[config.mk]
export PLATFORM = sky130hd
export DESIGN_NAME = ordered_list_insert_front_delete
export DESIGN_NICKNAME = d
export VERILOG_FILES = /design/src/design/olist_pkg.sv /design/src/design/olist_ram.sv /design/src/design/olist_seq.sv /design/src/design/olist_obuf.sv /design/src/design/ordered_list_insert_front_delete.sv
export SDC_FILE = /design/constraint.sdc
export NUM_CORES = 1
export LEC_CHECK = 0
export BUFFER_PORTS_ARGS = -buffer_cell sky130_fd_sc_hd__buf_2
export CELL_PAD_IN_SITES_DETAIL_PLACEMENT = 0
export CELL_PAD_IN_SITES_GLOBAL_PLACEMENT = 1
export CORE_AREA = 2 2 334 336
export DETAILED_ROUTE_END_ITERATION = 12
export DIE_AREA = 0 0 336 338
export PLACE_DENSITY = 0.54
export SLEW_MARGIN = 5
export SYNTH_ARGS = -nofsm -noshare
export SYNTH_HDL_FRONTEND = slang
export SYNTH_SLANG_ARGS = --single-unit
[constraint.sdc]
create_clock -name aclk -period 6.51 [get_ports aclk]
set_clock_uncertainty 0.15 [all_clocks]
set_input_delay 1.6275 -clock aclk [delete_from_list [all_inputs] [get_ports aclk]]
set_output_delay 1.6275 -clock aclk [all_outputs]
set_load 0.02 [all_outputs]
[src/design/olist_pkg.sv]
// Shared types, codes and sizing for the ordered list block.
package olist_pkg;

    // List sizing
    localparam int CAPACITY = 16;
    localparam int ADDR_W   = $clog2(CAPACITY);
    localparam int CNT_W    = $clog2(CAPACITY + 1);
    localparam int DATA_W   = 32;

    typedef logic [ADDR_W-1:0] addr_t;
    typedef logic [CNT_W-1:0]  cnt_t;
    typedef logic [DATA_W-1:0] data_t;
    typedef logic [1:0]        mode_t;
    typedef logic [2:0]        status_t;

    // Item modes
    localparam mode_t MODE_INSERT = 2'd0;
    localparam mode_t MODE_DELETE = 2'd1;
    localparam mode_t MODE_DUMP   = 2'd2;

    // Result status codes
    localparam status_t STS_INSERTED  = 3'd0;
    localparam status_t STS_REMOVED   = 3'd1;
    localparam status_t STS_NOT_FOUND = 3'd2;
    localparam status_t STS_FULL      = 3'd3;
    localparam status_t STS_EMPTY     = 3'd4;
    localparam status_t STS_ENTRY     = 3'd5;

    // Memory access request from the sequencer
    typedef struct packed {
        logic  wr_en;
        addr_t wr_addr;
        data_t wr_data;
        logic  rd_en;
        addr_t rd_addr;
    } mem_req_t;

    // One result item
    typedef struct packed {
        status_t status;
        data_t   entry_value;
        logic    last;
    } res_t;

endpackage

[src/design/olist_ram.sv]
// Generic single-write, single-read RAM with registered read data.
module olist_ram #(
    parameter int WIDTH = 32,
    parameter int DEPTH = 16
) (
    input  logic                     aclk,
    input  logic                     wr_en,
    input  logic [$clog2(DEPTH)-1:0] wr_addr,
    input  logic [WIDTH-1:0]         wr_data,
    input  logic                     rd_en,
    input  logic [$clog2(DEPTH)-1:0] rd_addr,
    output logic [WIDTH-1:0]         rd_data
);

    logic [WIDTH-1:0] mem [DEPTH];
    logic [WIDTH-1:0] rd_data_reg;

    // Write port
    always_ff @(posedge aclk) begin
        if (wr_en) begin
            mem[wr_addr] <= wr_data;
        end
    end

    // Read port; data holds while rd_en is low
    always_ff @(posedge aclk) begin
        if (rd_en) begin
            rd_data_reg <= mem[rd_addr];
        end
    end

    assign rd_data = rd_data_reg;

endmodule

[src/design/olist_seq.sv]
// Sequencer: insert, delete search and compaction, and dump over the entry memory.
module olist_seq (
    input  logic                 aclk,
    input  logic                 aresetn,
    input  logic                 s_valid,
    output logic                 s_ready,
    input  olist_pkg::mode_t     s_mode,
    input  olist_pkg::data_t     s_value,
    output olist_pkg::mem_req_t  mem_req,
    input  olist_pkg::data_t     mem_rd_data,
    output logic                 res_valid,
    input  logic                 res_ready,
    output olist_pkg::res_t      res
);

    typedef enum logic [4:0] {
        ST_IDLE   = 5'b00001,
        ST_SEARCH = 5'b00010,
        ST_SHIFT  = 5'b00100,
        ST_DUMP   = 5'b01000,
        ST_RESP   = 5'b10000
    } state_t;

    state_t                state_reg, state_next;
    olist_pkg::cnt_t       cnt_reg, cnt_next;
    olist_pkg::addr_t      ptr_reg, ptr_next;     // index of the data arriving from memory
    olist_pkg::data_t      key_reg, key_next;
    olist_pkg::status_t    resp_reg, resp_next;

    olist_pkg::cnt_t       ptr_ext;
    logic                  match;

    assign ptr_ext = olist_pkg::cnt_t'(ptr_reg);
    assign match   = (mem_rd_data == key_reg);
    assign s_ready = (state_reg == ST_IDLE);

    // Next-state and memory access logic
    always_comb begin
        state_next = state_reg;
        cnt_next   = cnt_reg;
        ptr_next   = ptr_reg;
        key_next   = key_reg;
        resp_next  = resp_reg;
        mem_req    = '0;
        res_valid  = 1'b0;
        res        = '0;

        case (state_reg)
            ST_IDLE: begin
                if (s_valid) begin
                    case (s_mode)
                        olist_pkg::MODE_INSERT: begin
                            if (cnt_reg == olist_pkg::cnt_t'(olist_pkg::CAPACITY)) begin
                                resp_next = olist_pkg::STS_FULL;
                            end else begin
                                mem_req.wr_en   = 1'b1;
                                mem_req.wr_addr = olist_pkg::addr_t'(cnt_reg);
                                mem_req.wr_data = s_value;
                                cnt_next        = cnt_reg + 1'b1;
                                resp_next       = olist_pkg::STS_INSERTED;
                            end
                            state_next = ST_RESP;
                        end
                        olist_pkg::MODE_DELETE: begin
                            key_next = s_value;
                            if (cnt_reg == '0) begin
                                resp_next  = olist_pkg::STS_NOT_FOUND;
                                state_next = ST_RESP;
                            end else begin
                                mem_req.rd_en   = 1'b1;
                                mem_req.rd_addr = olist_pkg::addr_t'(cnt_reg - 1'b1);
                                ptr_next        = olist_pkg::addr_t'(cnt_reg - 1'b1);
                                state_next      = ST_SEARCH;
                            end
                        end
                        olist_pkg::MODE_DUMP: begin
                            if (cnt_reg == '0) begin
                                resp_next  = olist_pkg::STS_EMPTY;
                                state_next = ST_RESP;
                            end else begin
                                mem_req.rd_en   = 1'b1;
                                mem_req.rd_addr = olist_pkg::addr_t'(cnt_reg - 1'b1);
                                ptr_next        = olist_pkg::addr_t'(cnt_reg - 1'b1);
                                state_next      = ST_DUMP;
                            end
                        end
                        default: begin
                            // unused mode: item dropped without a result
                        end
                    endcase
                end
            end

            // Walk from head toward tail until the key matches or the tail is passed
            ST_SEARCH: begin
                if (match) begin
                    if (ptr_ext + 1'b1 < cnt_reg) begin
                        mem_req.rd_en   = 1'b1;
                        mem_req.rd_addr = ptr_reg + 1'b1;
                        state_next      = ST_SHIFT;
                    end else begin
                        // match at the head: nothing to move
                        cnt_next   = cnt_reg - 1'b1;
                        resp_next  = olist_pkg::STS_REMOVED;
                        state_next = ST_RESP;
                    end
                end else if (ptr_reg == '0) begin
                    resp_next  = olist_pkg::STS_NOT_FOUND;
                    state_next = ST_RESP;
                end else begin
                    mem_req.rd_en   = 1'b1;
                    mem_req.rd_addr = ptr_reg - 1'b1;
                    ptr_next        = ptr_reg - 1'b1;
                end
            end

            // Move entries above the hole down by one; reads run one slot ahead of writes
            ST_SHIFT: begin
                mem_req.wr_en   = 1'b1;
                mem_req.wr_addr = ptr_reg;
                mem_req.wr_data = mem_rd_data;
                if (ptr_ext + 2'd2 < cnt_reg) begin
                    mem_req.rd_en   = 1'b1;
                    mem_req.rd_addr = ptr_reg + 2'd2;
                    ptr_next        = ptr_reg + 1'b1;
                end else begin
                    cnt_next   = cnt_reg - 1'b1;
                    resp_next  = olist_pkg::STS_REMOVED;
                    state_next = ST_RESP;
                end
            end

            // Emit entries head to tail; read data holds while the output stalls
            ST_DUMP: begin
                res_valid         = 1'b1;
                res.status        = olist_pkg::STS_ENTRY;
                res.entry_value   = mem_rd_data;
                res.last          = (ptr_reg == '0);
                if (res_ready) begin
                    if (ptr_reg == '0) begin
                        state_next = ST_IDLE;
                    end else begin
                        mem_req.rd_en   = 1'b1;
                        mem_req.rd_addr = ptr_reg - 1'b1;
                        ptr_next        = ptr_reg - 1'b1;
                    end
                end
            end

            // Single status result
            ST_RESP: begin
                res_valid  = 1'b1;
                res.status = resp_reg;
                res.last   = 1'b1;
                if (res_ready) begin
                    state_next = ST_IDLE;
                end
            end

            default: begin
                state_next = ST_IDLE;
            end
        endcase
    end

    // Control registers
    always_ff @(posedge aclk) begin
        if (!aresetn) begin
            state_reg <= ST_IDLE;
            cnt_reg   <= '0;
        end else begin
            state_reg <= state_next;
            cnt_reg   <= cnt_next;
        end
    end

    // Working registers
    always_ff @(posedge aclk) begin
        ptr_reg  <= ptr_next;
        key_reg  <= key_next;
        resp_reg <= resp_next;
    end

    // Count stays within capacity
    a_cnt_bound: assert property (@(posedge aclk) disable iff (!aresetn)
        cnt_reg <= olist_pkg::cnt_t'(olist_pkg::CAPACITY))
        else $error("entry count above capacity");

    // Compaction never reads the slot it writes in the same cycle
    a_shift_no_overlap: assert property (@(posedge aclk) disable iff (!aresetn)
        (mem_req.wr_en && mem_req.rd_en) |-> (mem_req.wr_addr != mem_req.rd_addr))
        else $error("read and write hit the same slot");

    // The count changes only on the way to a status result
    a_cnt_change: assert property (@(posedge aclk) disable iff (!aresetn)
        ($past(aresetn) && (cnt_reg != $past(cnt_reg))) |-> (state_reg == ST_RESP))
        else $error("entry count changed outside insert or delete");

endmodule

[src/design/olist_obuf.sv]
// Output register with a skid stage for the result channel.
module olist_obuf (
    input  logic             aclk,
    input  logic             aresetn,
    input  logic             res_valid,
    output logic             res_ready,
    input  olist_pkg::res_t  res,
    output logic             m_valid,
    input  logic             m_ready,
    output olist_pkg::res_t  m_res
);

    logic            out_valid_reg;
    logic            skid_valid_reg;
    olist_pkg::res_t main_reg;
    olist_pkg::res_t skid_reg;
    logic            in_fire;

    assign res_ready = !skid_valid_reg;
    assign in_fire   = res_valid && res_ready;
    assign m_valid   = out_valid_reg;
    assign m_res     = main_reg;

    // Valid flags
    always_ff @(posedge aclk) begin
        if (!aresetn) begin
            out_valid_reg  <= 1'b0;
            skid_valid_reg <= 1'b0;
        end else if (!out_valid_reg || m_ready) begin
            out_valid_reg  <= skid_valid_reg || in_fire;
            skid_valid_reg <= 1'b0;
        end else if (in_fire) begin
            skid_valid_reg <= 1'b1;
        end
    end

    // Payload
    always_ff @(posedge aclk) begin
        if (!out_valid_reg || m_ready) begin
            main_reg <= skid_valid_reg ? skid_reg : res;
        end else if (in_fire) begin
            skid_reg <= res;
        end
    end

    // A held skid item always has an item ahead of it
    a_skid_behind_main: assert property (@(posedge aclk) disable iff (!aresetn)
        skid_valid_reg |-> out_valid_reg)
        else $error("skid item without an output item");

endmodule

[src/design/ordered_list_insert_front_delete.sv]
// Insert, full drop, empty delete or dump give one status result; an unused mode gives no result.
// Delete: searches up to CAPACITY entries from the head, then moves up to CAPACITY-1 entries down.
// Dump: one entry per cycle through the single memory read port while the output accepts.
// One item at a time; the next item is taken once the current one has handed off its last result.
// Reset (aresetn low, synchronous) clears the entry count and the handshakes; memory is not cleared.
module ordered_list_insert_front_delete (
    input  logic                aclk,
    input  logic                aresetn,
    input  logic                s_valid,
    output logic                s_ready,
    input  logic [1:0]          s_mode,
    input  logic signed [31:0]  s_value,
    output logic                m_valid,
    input  logic                m_ready,
    output logic [2:0]          m_status,
    output logic signed [31:0]  m_entry_value,
    output logic                m_last
);

    olist_pkg::mem_req_t mem_req;
    olist_pkg::data_t    mem_rd_data;
    olist_pkg::res_t     seq_res;
    olist_pkg::res_t     out_res;
    logic                seq_res_valid;
    logic                seq_res_ready;

    // Entry memory
    olist_ram #(
        .WIDTH (olist_pkg::DATA_W),
        .DEPTH (olist_pkg::CAPACITY)
    ) u_ram (
        .aclk    (aclk),
        .wr_en   (mem_req.wr_en),
        .wr_addr (mem_req.wr_addr),
        .wr_data (mem_req.wr_data),
        .rd_en   (mem_req.rd_en),
        .rd_addr (mem_req.rd_addr),
        .rd_data (mem_rd_data)
    );

    // Item sequencer
    olist_seq u_seq (
        .aclk        (aclk),
        .aresetn     (aresetn),
        .s_valid     (s_valid),
        .s_ready     (s_ready),
        .s_mode      (s_mode),
        .s_value     (olist_pkg::data_t'(s_value)),
        .mem_req     (mem_req),
        .mem_rd_data (mem_rd_data),
        .res_valid   (seq_res_valid),
        .res_ready   (seq_res_ready),
        .res         (seq_res)
    );

    // Result output stage
    olist_obuf u_obuf (
        .aclk      (aclk),
        .aresetn   (aresetn),
        .res_valid (seq_res_valid),
        .res_ready (seq_res_ready),
        .res       (seq_res),
        .m_valid   (m_valid),
        .m_ready   (m_ready),
        .m_res     (out_res)
    );

    assign m_status      = out_res.status;
    assign m_entry_value = $signed(out_res.entry_value);
    assign m_last        = out_res.last;

endmodule

# == Yosys cells after proc, flatten, opt, wreduce, memory -nomap -nowiden ==
# Memory sizes are Yosys's and may differ from the RTL's. A register that Yosys moved wholly into a read port is not among the register bits.
# Cells that the tools add are included.
# W data, S select, Z words.
# word_totals
n_memories,1
reg_bits,123
inputBits,38
ramBits,512
elab_cells,127
# memory_table
memory,depth,word_bits,read_ports,rd_clocked_by_memory_dff,wr,line_no,source
u_ram.mem,16,32,1,1,1,olist_ram.sv:15,logic [WIDTH-1:0] mem [DEPTH];
# op_classes
magnitude_cmp,2
addsub,7
eq_ne,27
n_bitwise,2
n_reduce_logical,19
muxes,56
# ops
op,count
$mux W5,23
$mux W37,2
$pmux W37 S2,1
$mux W42,1
$mux W36,1
$eq A32 B32 Y1,1
$mux W32,1
$pmux W5 S3,2
$mux W4,7
$pmux W5 S5,1
$mux W3,7
$reduce_and A7 Y1,3
$pmux W5 S4,1
$ne A2 B2 Y1 const B,9
$pmux W3 S3,2
$pmux W4 S4,1
$eq A5 B5 Y1 const B,2
$lt A5 B5 Y1,2
$ne A2 B1 Y1 const B,4
$reduce_and A8 Y1,1
$ne A3 B2 Y1 const B,2
$pmux W3 S2,1
$reduce_or A2 Y1,3
$add A4 B1 Y5 const B,1
other kinds (29),34

# == Longest topological paths before layout ==
# Gate-level depths: netlist of run 1.
# depth
word_depth,7
depth_mapped,17
ltp_nobuf,14

# == Modules after synthesis ==
# A second synthesis of run 1 with hierarchy kept.
# unflattened
cells_unflattened,1347
hier_area_um2,26648.1
# by_module_without_submodules
mod,cells_each,seq_area_each_um2,n_inst,area_per_inst_um2
olist_ram,838,16335.7,1,20155.6
olist_seq,389,1371.3,1,3781.1
olist_obuf,120,2202.1,1,2711.4

# == Worst setup path before layout of run 1 ==
# Ideal clock, no wire load.
# synth_path
path_type,input port to flip-flop
start,in m_ready
end,reg u_obuf.skid_reg[0] (netlist bit) (enable)
slack_ns,0.951
t_arrival_ns,4.935
required_ns,5.886
cell_stages,3
setup_time_ns,0.474
cell_sequence,nor2b_1 inv_1 nor3_1
# synth_via
elab_chain_len,3
# synth_lines
element,line_no,source
"start, declared",ordered_list_insert_front_delete.sv:14,"input logic m_ready,"
$logic_or A1 B1 Y1,olist_obuf.sv:39,if (!out_valid_reg || m_ready) begin
$not A1 Y1 (no line),--,
$reduce_and A2 Y1 (no line),--,
"end signal, assigned",olist_obuf.sv:42,skid_reg <= res;
"end, declared",olist_obuf.sv:16,olist_pkg::res_t skid_reg;
# No other way between the ends.
# A chain may end at the register's enable or synchronous reset.

# == Worst setup path after layout of run 1 ==
# layout_path
start,reg u_seq.ptr_reg[2]
end,"reg u_ram.rd_data_reg[11] (netlist: u_ram.rd_data[11]) (read register of u_ram.mem), data pin"
# layout_via
elab_chain_len,5
elab_cells_between_ends,14
cone_classes,add/sub: 5; order compare: 2; mux: 6; reduce/logical: 1
# layout_lines
element,line_no,source
"start, declared",olist_seq.sv:26,"olist_pkg::addr_t ptr_reg, ptr_next;"
"start signal, assigned",olist_seq.sv:179,ptr_reg <= ptr_next;
$add A4 B1 Y5,olist_seq.sv:97,if (ptr_ext + 1'b1 < cnt_reg) begin
$lt A5 B5 Y1,olist_seq.sv:97,
$mux W5,olist_seq.sv:97,
$mux W5,olist_seq.sv:96,if (match) begin
$pmux W5 S4 *,olist_seq.sv:48,case (state_reg)
"end, declared",olist_ram.sv:16,logic [WIDTH-1:0] rd_data_reg;
# Mark *: on every way between the ends. The rest lies on a longest branch, timed or not.

==> flow_summary.yaml, run 1 <==
status:
  result_of_the_run: "completed"
clock_tree:
  cts-hold-fix-buffers: 0
  cts.clk_slew.worst_paths_ns: 0.06
  cts.repair_timing.setup_buffer_count: 0
  cts_resized: 0
  tritoncts.num_buffers: 74
  clock_insertion_delay_worst_skew_ns: 0.62
  clock_tree_from_tritoncts: "yes"
  clock_sink_count: 667
  clk_root_buffer_cell: "sky130_fd_sc_hd__clkbuf_16"
  max-clock-path-buffers: 3
  clock_tree.htree_level_count: 3
sta:
  final-setup-viol-count: 0
  timing.final.ws_setup_ns: 1.53
  timing.final.max_slew_violations: 0
  final.setup.tns_ns: 0
  worst_slew_pin_slew_ns: 1.13
  layout_worst_path_cycle_share: 0.764
  timing.slew.headroom: 0.247
  timing.final.crit_period_ns: 4.98
  max_fclk_ghz: 0.201
  hold_viol: 0
  unrepaired_setup_endpoints_after_global_routing: "no"
final_layout:
  fillerInstances: 10900
  finalInstanceArea_um2: 32100
  most-common-layout-cells: "655 x sky130_fd_sc_hd__edfxtp_1, 158 x sky130_fd_sc_hd__nand2_1, 117 x sky130_fd_sc_hd__mux2i_1"
  post_route_cells_drive_above_1_share: 0.226
  flow.area_growth_from_synthesis_pct: 17.5
  final_nets: 1825
  layout_commonest_cell: "sky130_fd_sc_hd__edfxtp_1"
  largest_register_ffs: 512
drt:
  detail_routed_via_count_per_cell: 4.57
  wl_per_cell_um: 23.0
  route.vias.total: 15200
  drt_first_iter_violations: 1248
  antenna_left: 0
  drc_errors: 0
  drt-total-wl_mm: 76.3
  drt_first_pass_iters: 5
floorplan:
  die_height_um: 338
  num_rows: 122
  ioPinCount: 76
  starting_utilization_of_the_core_area: 0.248
  coreArea_um2: 110000
  die-width_um: 336
  design.die.area_um2: 114000
power:
  p_leak_nw: 10.5
  intPower_w: 0.00736
  maximum_ir_drop_on_the_vdd_rail_mv: 0.179
  sw_frac_of_total: 0.217
  share_clk_of_total_power: 0.441
  seq_power_share: 0.512
  p_per_area_nw_per_um2: 293
  share_comb_of_total_power: 0.047
  power.total_w: 0.00939
  net-switching-power_w: 0.00204
synthesis:
  asyncSetResetFlopFracSynth: 0
  seq_area_frac_synth: 0.729
  synth_cells: 1652
  yosys_most_used_dff: "sky130_fd_sc_hd__edfxtp_1"
  mapped_nets: 1711
  synthDistinctLibCells: 80
  synth_edf_count: 655
  synth_seq_cells: 667
  ys_warns: 0
  postSynthAreaPerCell_um2: 16.5
  syn-cell-area_um2: 27300
place:
  placement.cell_area_um2: 29700
  placement.io_buffers: 75
  gp_congestion: 0.781
  dpl.hpwl_mm: 45.8
  preCtsSetupSlack_ns: 1.44
grt:
  grt.overflow.total: 0
  grt_pass1_wl_mm: 109
  first_global_vias: 15200
  antenna_found_initial: 5
  gr-usage-all-layers: 0.132
  grt_max_degree: 73
setup_path:
  cp-startpoint: "u_seq.ptr_reg[2]"
  regToRegStartpoint: "u_seq.ptr_reg[2]"
  criticalPathCategory: "flip-flop to flip-flop"
  crit_path_end_kind: "flip-flop"
  cp_max_fo: 32
  kind_of_start_point_of_the_critical_path: "flip-flop"
  data_required_time_of_the_worst_path_ns: 6.70
  crit_arrival_ns: 5.17
min_path:
  hold_start: "u_obuf.skid_reg[16]"
  timing.hold.worst.class: "flip-flop to flip-flop"
job:
  drv.max_cap_violation_count: 0
==> cell families (layout without fill, tap and decap cells) <==
kind of cell | count (synthesis) | after routing | synth area share
AO/OA/AOI/OAI | 208 | 208 | 0.0659
XOR/XNOR | 45 | 45 | 0.0144
adder cells (fa/ha/maj) | 21 | 21 | 0.00962
buffers and inverters | 103 | 278 | 0.0192
flip-flops | 667 | 667 | 0.729
multiplexers | 231 | 231 | 0.0900
other | 0 | 2 | 0
AND/OR/NAND/NOR | 377 | 377 | 0.0717
==> area by class of cell <==
cell class	count	area [um^2]	area share
multi-input combinational	882	7030	0.219
timing repair buffer	127	816	0.0254
clock buffer	94	2010	0.0626
clock inverter	43	407	0.0127
inverter	14	52.6	0.00164
tap	1488	1860	0.0580
antenna	2	5.00	0.000156
sequential	667	19900	0.620
==> critical path: stages, from the launching register on <==
cell	delay [ns]
sky130_fd_sc_hd__edfxtp_1	0.57
sky130_fd_sc_hd__ha_1	0.29
sky130_fd_sc_hd__nand2_1	0.08
sky130_fd_sc_hd__xor2_1	0.47
sky130_fd_sc_hd__inv_1	0.10
sky130_fd_sc_hd__ha_1	0.32
sky130_fd_sc_hd__a21o_1	0.17
sky130_fd_sc_hd__a21oi_1	0.20
sky130_fd_sc_hd__and3_4	0.27
sky130_fd_sc_hd__nand3_2	0.20
sky130_fd_sc_hd__o2111ai_4	0.62
sky130_fd_sc_hd__nor3_4	0.07
sky130_fd_sc_hd__buf_4	0.34
sky130_fd_sc_hd__a2111oi_2	0.37
sky130_fd_sc_hd__or4b_1	0.48
==> per-stage QoR <==
stage	hold slack, ns	util	cells
CTS	0.393	0.292	3315
global placement	0.384	0.270	3178
detailed placement	0.380	0.270	3178
finish	0.390	0.292	3317
global route	0.392	0.292	3315
floorplan	0.363	-	1652
==> path summary, 6_finish.rpt <==
kind | endpoint | slack [ns] | cells past startpoint
max | u_ram.rd_data[11] | 1.53 | 14
min | u_obuf.m_res[16] | 0.39 | 1
max reg2reg | u_ram.rd_data[11] | 1.53 | 14
min reg2reg | u_obuf.m_res[16] | 0.39 | 1
==> power groups by stage <==
stage,combinational (W),sequential [W],clock (W)
after floorplan,0.000263,0.00490,0
after global placement,0.000442,0.00489,0
after detailed placement,0.000447,0.00490,0
after CTS,0.000448,0.00481,0.00424
after global routing,0.000480,0.00481,0.00442
final,0.000442,0.00481,0.00415
==> synthesized netlist by cell type (all sizes together) (21+ instances only) <==
library cell,n,area (um^2)
nor2,34,128
mux2,114,1290
o22ai,33,206
xnor2,40,350
edfxtp,655,19700
buf,38,270
nand2,160,606
clkbuf,51,201
ha,21,263
nand3,55,280
mux2i,117,1170
and2,42,264
a22o,33,289
a32o,62,621
nor3,26,135
==> layer usage <==
layer,global-route usage,wire length [um],vias to the layer above
met5,0,0,-
met4,0.0362,1570,0
met3,0.0203,4990,97
met2,0.213,35200,511
met1,0.185,34500,7797
li1,-,-,6746
(Power assumes the default switching activity.)
==> run 2: changes to the inputs <==
--- a/config.mk
+++ b/config.mk
@@ -11,7 +11,7 @@
 export CORE_AREA = 2 2 334 336
 export DETAILED_ROUTE_END_ITERATION = 12
 export DIE_AREA = 0 0 336 338
-export PLACE_DENSITY = 0.54
+export PLACE_DENSITY = 0.55
 export SLEW_MARGIN = 5
 export SYNTH_ARGS = -nofsm -noshare
 export SYNTH_HDL_FRONTEND = slang
==> constraint.sdc (replaced) <==
create_clock -name aclk -period 4.2 [get_ports aclk]
set_clock_uncertainty 0.15 [all_clocks]
set_input_delay 1.05 -clock aclk [delete_from_list [all_inputs] [get_ports aclk]]
set_output_delay 1.05 -clock aclk [all_outputs]
set_load 0.02 [all_outputs]
==> run 2 against run 1 <==
Clock-buffer cell count did not move. Sequential power is 55% higher. Clock power up 48%. Critical endpoint is now u_ram.rd_data[7]. Largest power group unchanged. Highest routed layer is now met5.
==> flow_summary.yaml, run 2 (synthesis gave the netlist of run 1 again) <==
drt:
  detail_routed_via_count_per_cell: 4.57
  antenna_left: 0
  drc_errors: 0
  drt_first_iter_violations: 1224
  drt-total-wl_mm: 76.9
  route.vias.total: 15600
  wl_per_cell_um: 22.6
  drt_first_pass_iters: 7
grt:
  first_global_vias: 15500
  grt_pass1_wl_mm: 111
  gr-usage-all-layers: 0.134
  antenna_found_initial: 6
  grt.overflow.total: 0
  grt_max_degree: 42
floorplan:
  die-width_um: 336
  num_rows: 122
  design.die.area_um2: 114000
  ioPinCount: 76
  die_height_um: 338
  coreArea_um2: 110000
  starting_utilization_of_the_core_area: 0.248
min_path:
  hold_start: "u_obuf.skid_reg[8]"
  timing.hold.worst.class: "flip-flop to flip-flop"
  holdPathStages: 1
  min_delay_worst_endpoint: "u_obuf.m_res[8]"
sta:
  timing.final.crit_period_ns: 4.04
  hold_viol: 0
  layout_worst_path_cycle_share: 0.962
  final-setup-viol-count: 0
  timing.final.max_slew_violations: 0
  timing.final.ws_setup_ns: 0.160
  worst_slew_pin_slew_ns: 1.05
  timing.slew.headroom: 0.288
  max_fclk_ghz: 0.248
  final.setup.tns_ns: 0
final_layout:
  post_route_cells_drive_above_1_share: 0.259
  layout_commonest_cell: "sky130_fd_sc_hd__edfxtp_1"
  most-common-layout-cells: "655 x sky130_fd_sc_hd__edfxtp_1, 158 x sky130_fd_sc_hd__nand2_1, 117 x sky130_fd_sc_hd__mux2i_1"
  final_nets: 1918
  flow.area_growth_from_synthesis_pct: 21.6
  final_core_density: 0.302
  largest_register_ffs: 512
setup_path:
  kind_of_start_point_of_the_critical_path: "flip-flop"
  path_cells: "buf_4 > ha_1 > xor2_1 > ha_1 > a21o_1 > a21oi_1 > and3_4 > and3_1 > a221oi_2 > nand2_2 > buf_4 > nor3_2 > buf_12 > a32o_1 > nor4_1"
  data_required_time_of_the_worst_path_ns: 4.39
  crit_buf_inv: 3
  worstReg2RegEnd: "u_ram.rd_data[7]"
  slowest_stage: "sky130_fd_sc_hd__a221oi_2"
  rrSetupSlack_ns: 0.16
  crit_arrival_ns: 4.23
  crit_path_end_kind: "flip-flop"
  regToRegStartpoint: "u_seq.ptr_reg[0]"
  cp_max_fo: 31
  criticalPathCategory: "flip-flop to flip-flop"
  critical_path.top_delay_family: "compound AO/OA/AOI/OAI gates"
  cp_slowest_stage_delay_ns: 0.44
  timing.reg2reg.worst_path_depth: 15
power:
  p_leak_nw: 11.1
  maximum_ir_drop_on_the_vdd_rail_mv: 0.239
  p_per_area_nw_per_um2: 432
place:
  preCtsSetupSlack_ns: 0.0404
  gp_congestion: 0.814
  dpl.hpwl_mm: 45.9
  placement.io_buffers: 75
clock_tree:
  clock_tree.htree_level_count: 3
  cts.clk_slew.worst_paths_ns: 0.06
  clk_root_buffer_cell: "sky130_fd_sc_hd__clkbuf_16"
  max-clock-path-buffers: 3
  tritoncts.num_buffers: 76
  clock_sink_count: 667
  clock_insertion_delay_worst_skew_ns: 0.61
  clock_tree_from_tritoncts: "yes"
  cts-hold-fix-buffers: 0
job:
  drv.max_cap_violation_count: 0
status:
  result_of_the_run: "completed"
[run 2: changes by cell type in the layout (fill, tap and decap cells not counted), moves of 3 or more]
cell / previous run / this run
sky130_fd_sc_hd__buf_12: 4 / 44
sky130_fd_sc_hd__buf_4: 48 / 97
sky130_fd_sc_hd__o2111ai_1: 18 / 15
sky130_fd_sc_hd__clkinv_2: 17 / 14
sky130_fd_sc_hd__clkinv_1: 12 / 20
sky130_fd_sc_hd__o2111ai_2: 0 / 3
sky130_fd_sc_hd__bufinv_16: 6 / 3
[run 2: layout make-up]
cell class                 count  area [um^2]
fill                       10900        76800
clock inverter                41          287
timing repair buffer         218         2020
inverter                      14         52.6
sequential                   667        19900
clock buffer                  94         1990
multi-input combinational    882         7080
antenna                        2         5.00
tap                         1488         1860
[run 2: worst max path at each step]
| stage | startpoint | end | slack, ns | cells after the start |
|---|---|---|---|---|
| final | u_seq.ptr_reg[0] | u_ram.rd_data[7] | 0.16 | 15 |
| after global routing | u_seq.ptr_reg[1] | u_ram.rd_data[11] | -0.006 | 14 |
| after CTS | u_seq.ptr_reg[2] | u_ram.rd_data[20] | 0.01 | 16 |
| after detailed placement | u_seq.ptr_reg[2] | u_ram.rd_data[20] | 0.04 | 16 |
| after global placement | u_seq.ptr_reg[2] | u_ram.rd_data[20] | -0.001 | 16 |
| after floorplan | u_seq.state_reg[1] | u_ram.mem[6][0] | -0.09 | 7 |
[run 2: power by group]
| group | total (W) | leakage, nW | switching, W | internal (W) |
|---|---|---|---|---|
| combinational | 0.000760 | 3.74 | 0.000471 | 0.000289 |
| clock | 0.00613 | 1.12 | 0.00259 | 0.00355 |
| sequential | 0.00744 | 6.19 | 0.0000414 | 0.00740 |
[run 2: stage by stage]
step | hold WS [ns] | power, W | cell area, um^2 | std cells
6_report | 0.396 | 0.0143 | 33200 | 3406
5_1_grt | 0.409 | 0.0148 | 33200 | 3404
4_1_cts | 0.400 | 0.0145 | 33100 | 3400
3_5_place_dp | 0.380 | 0.00834 | 30800 | 3265
3_3_place_gp | 0.384 | 0.00833 | 30800 | 3265
2_1_floorplan | 0.363 | 0.00801 | 27300 | 1652
[run 2: per-layer routing]
metal,vias to the layer above,track usage,part of all wire
met1,8094,0.188,0.47
met2,414,0.216,0.46
met3,109,0.0208,0.050
met4,4,0.0369,0.020
met5,-,0,0.00034
li1,6947,-,-
[run 2: what timing repair did]
action                                  in CTS  in global routing
setup buffers                                0                  4
endpoints found under the hold margin        0                  0
gates resized for setup                      0                 10
endpoints found under the setup margin       0                 32
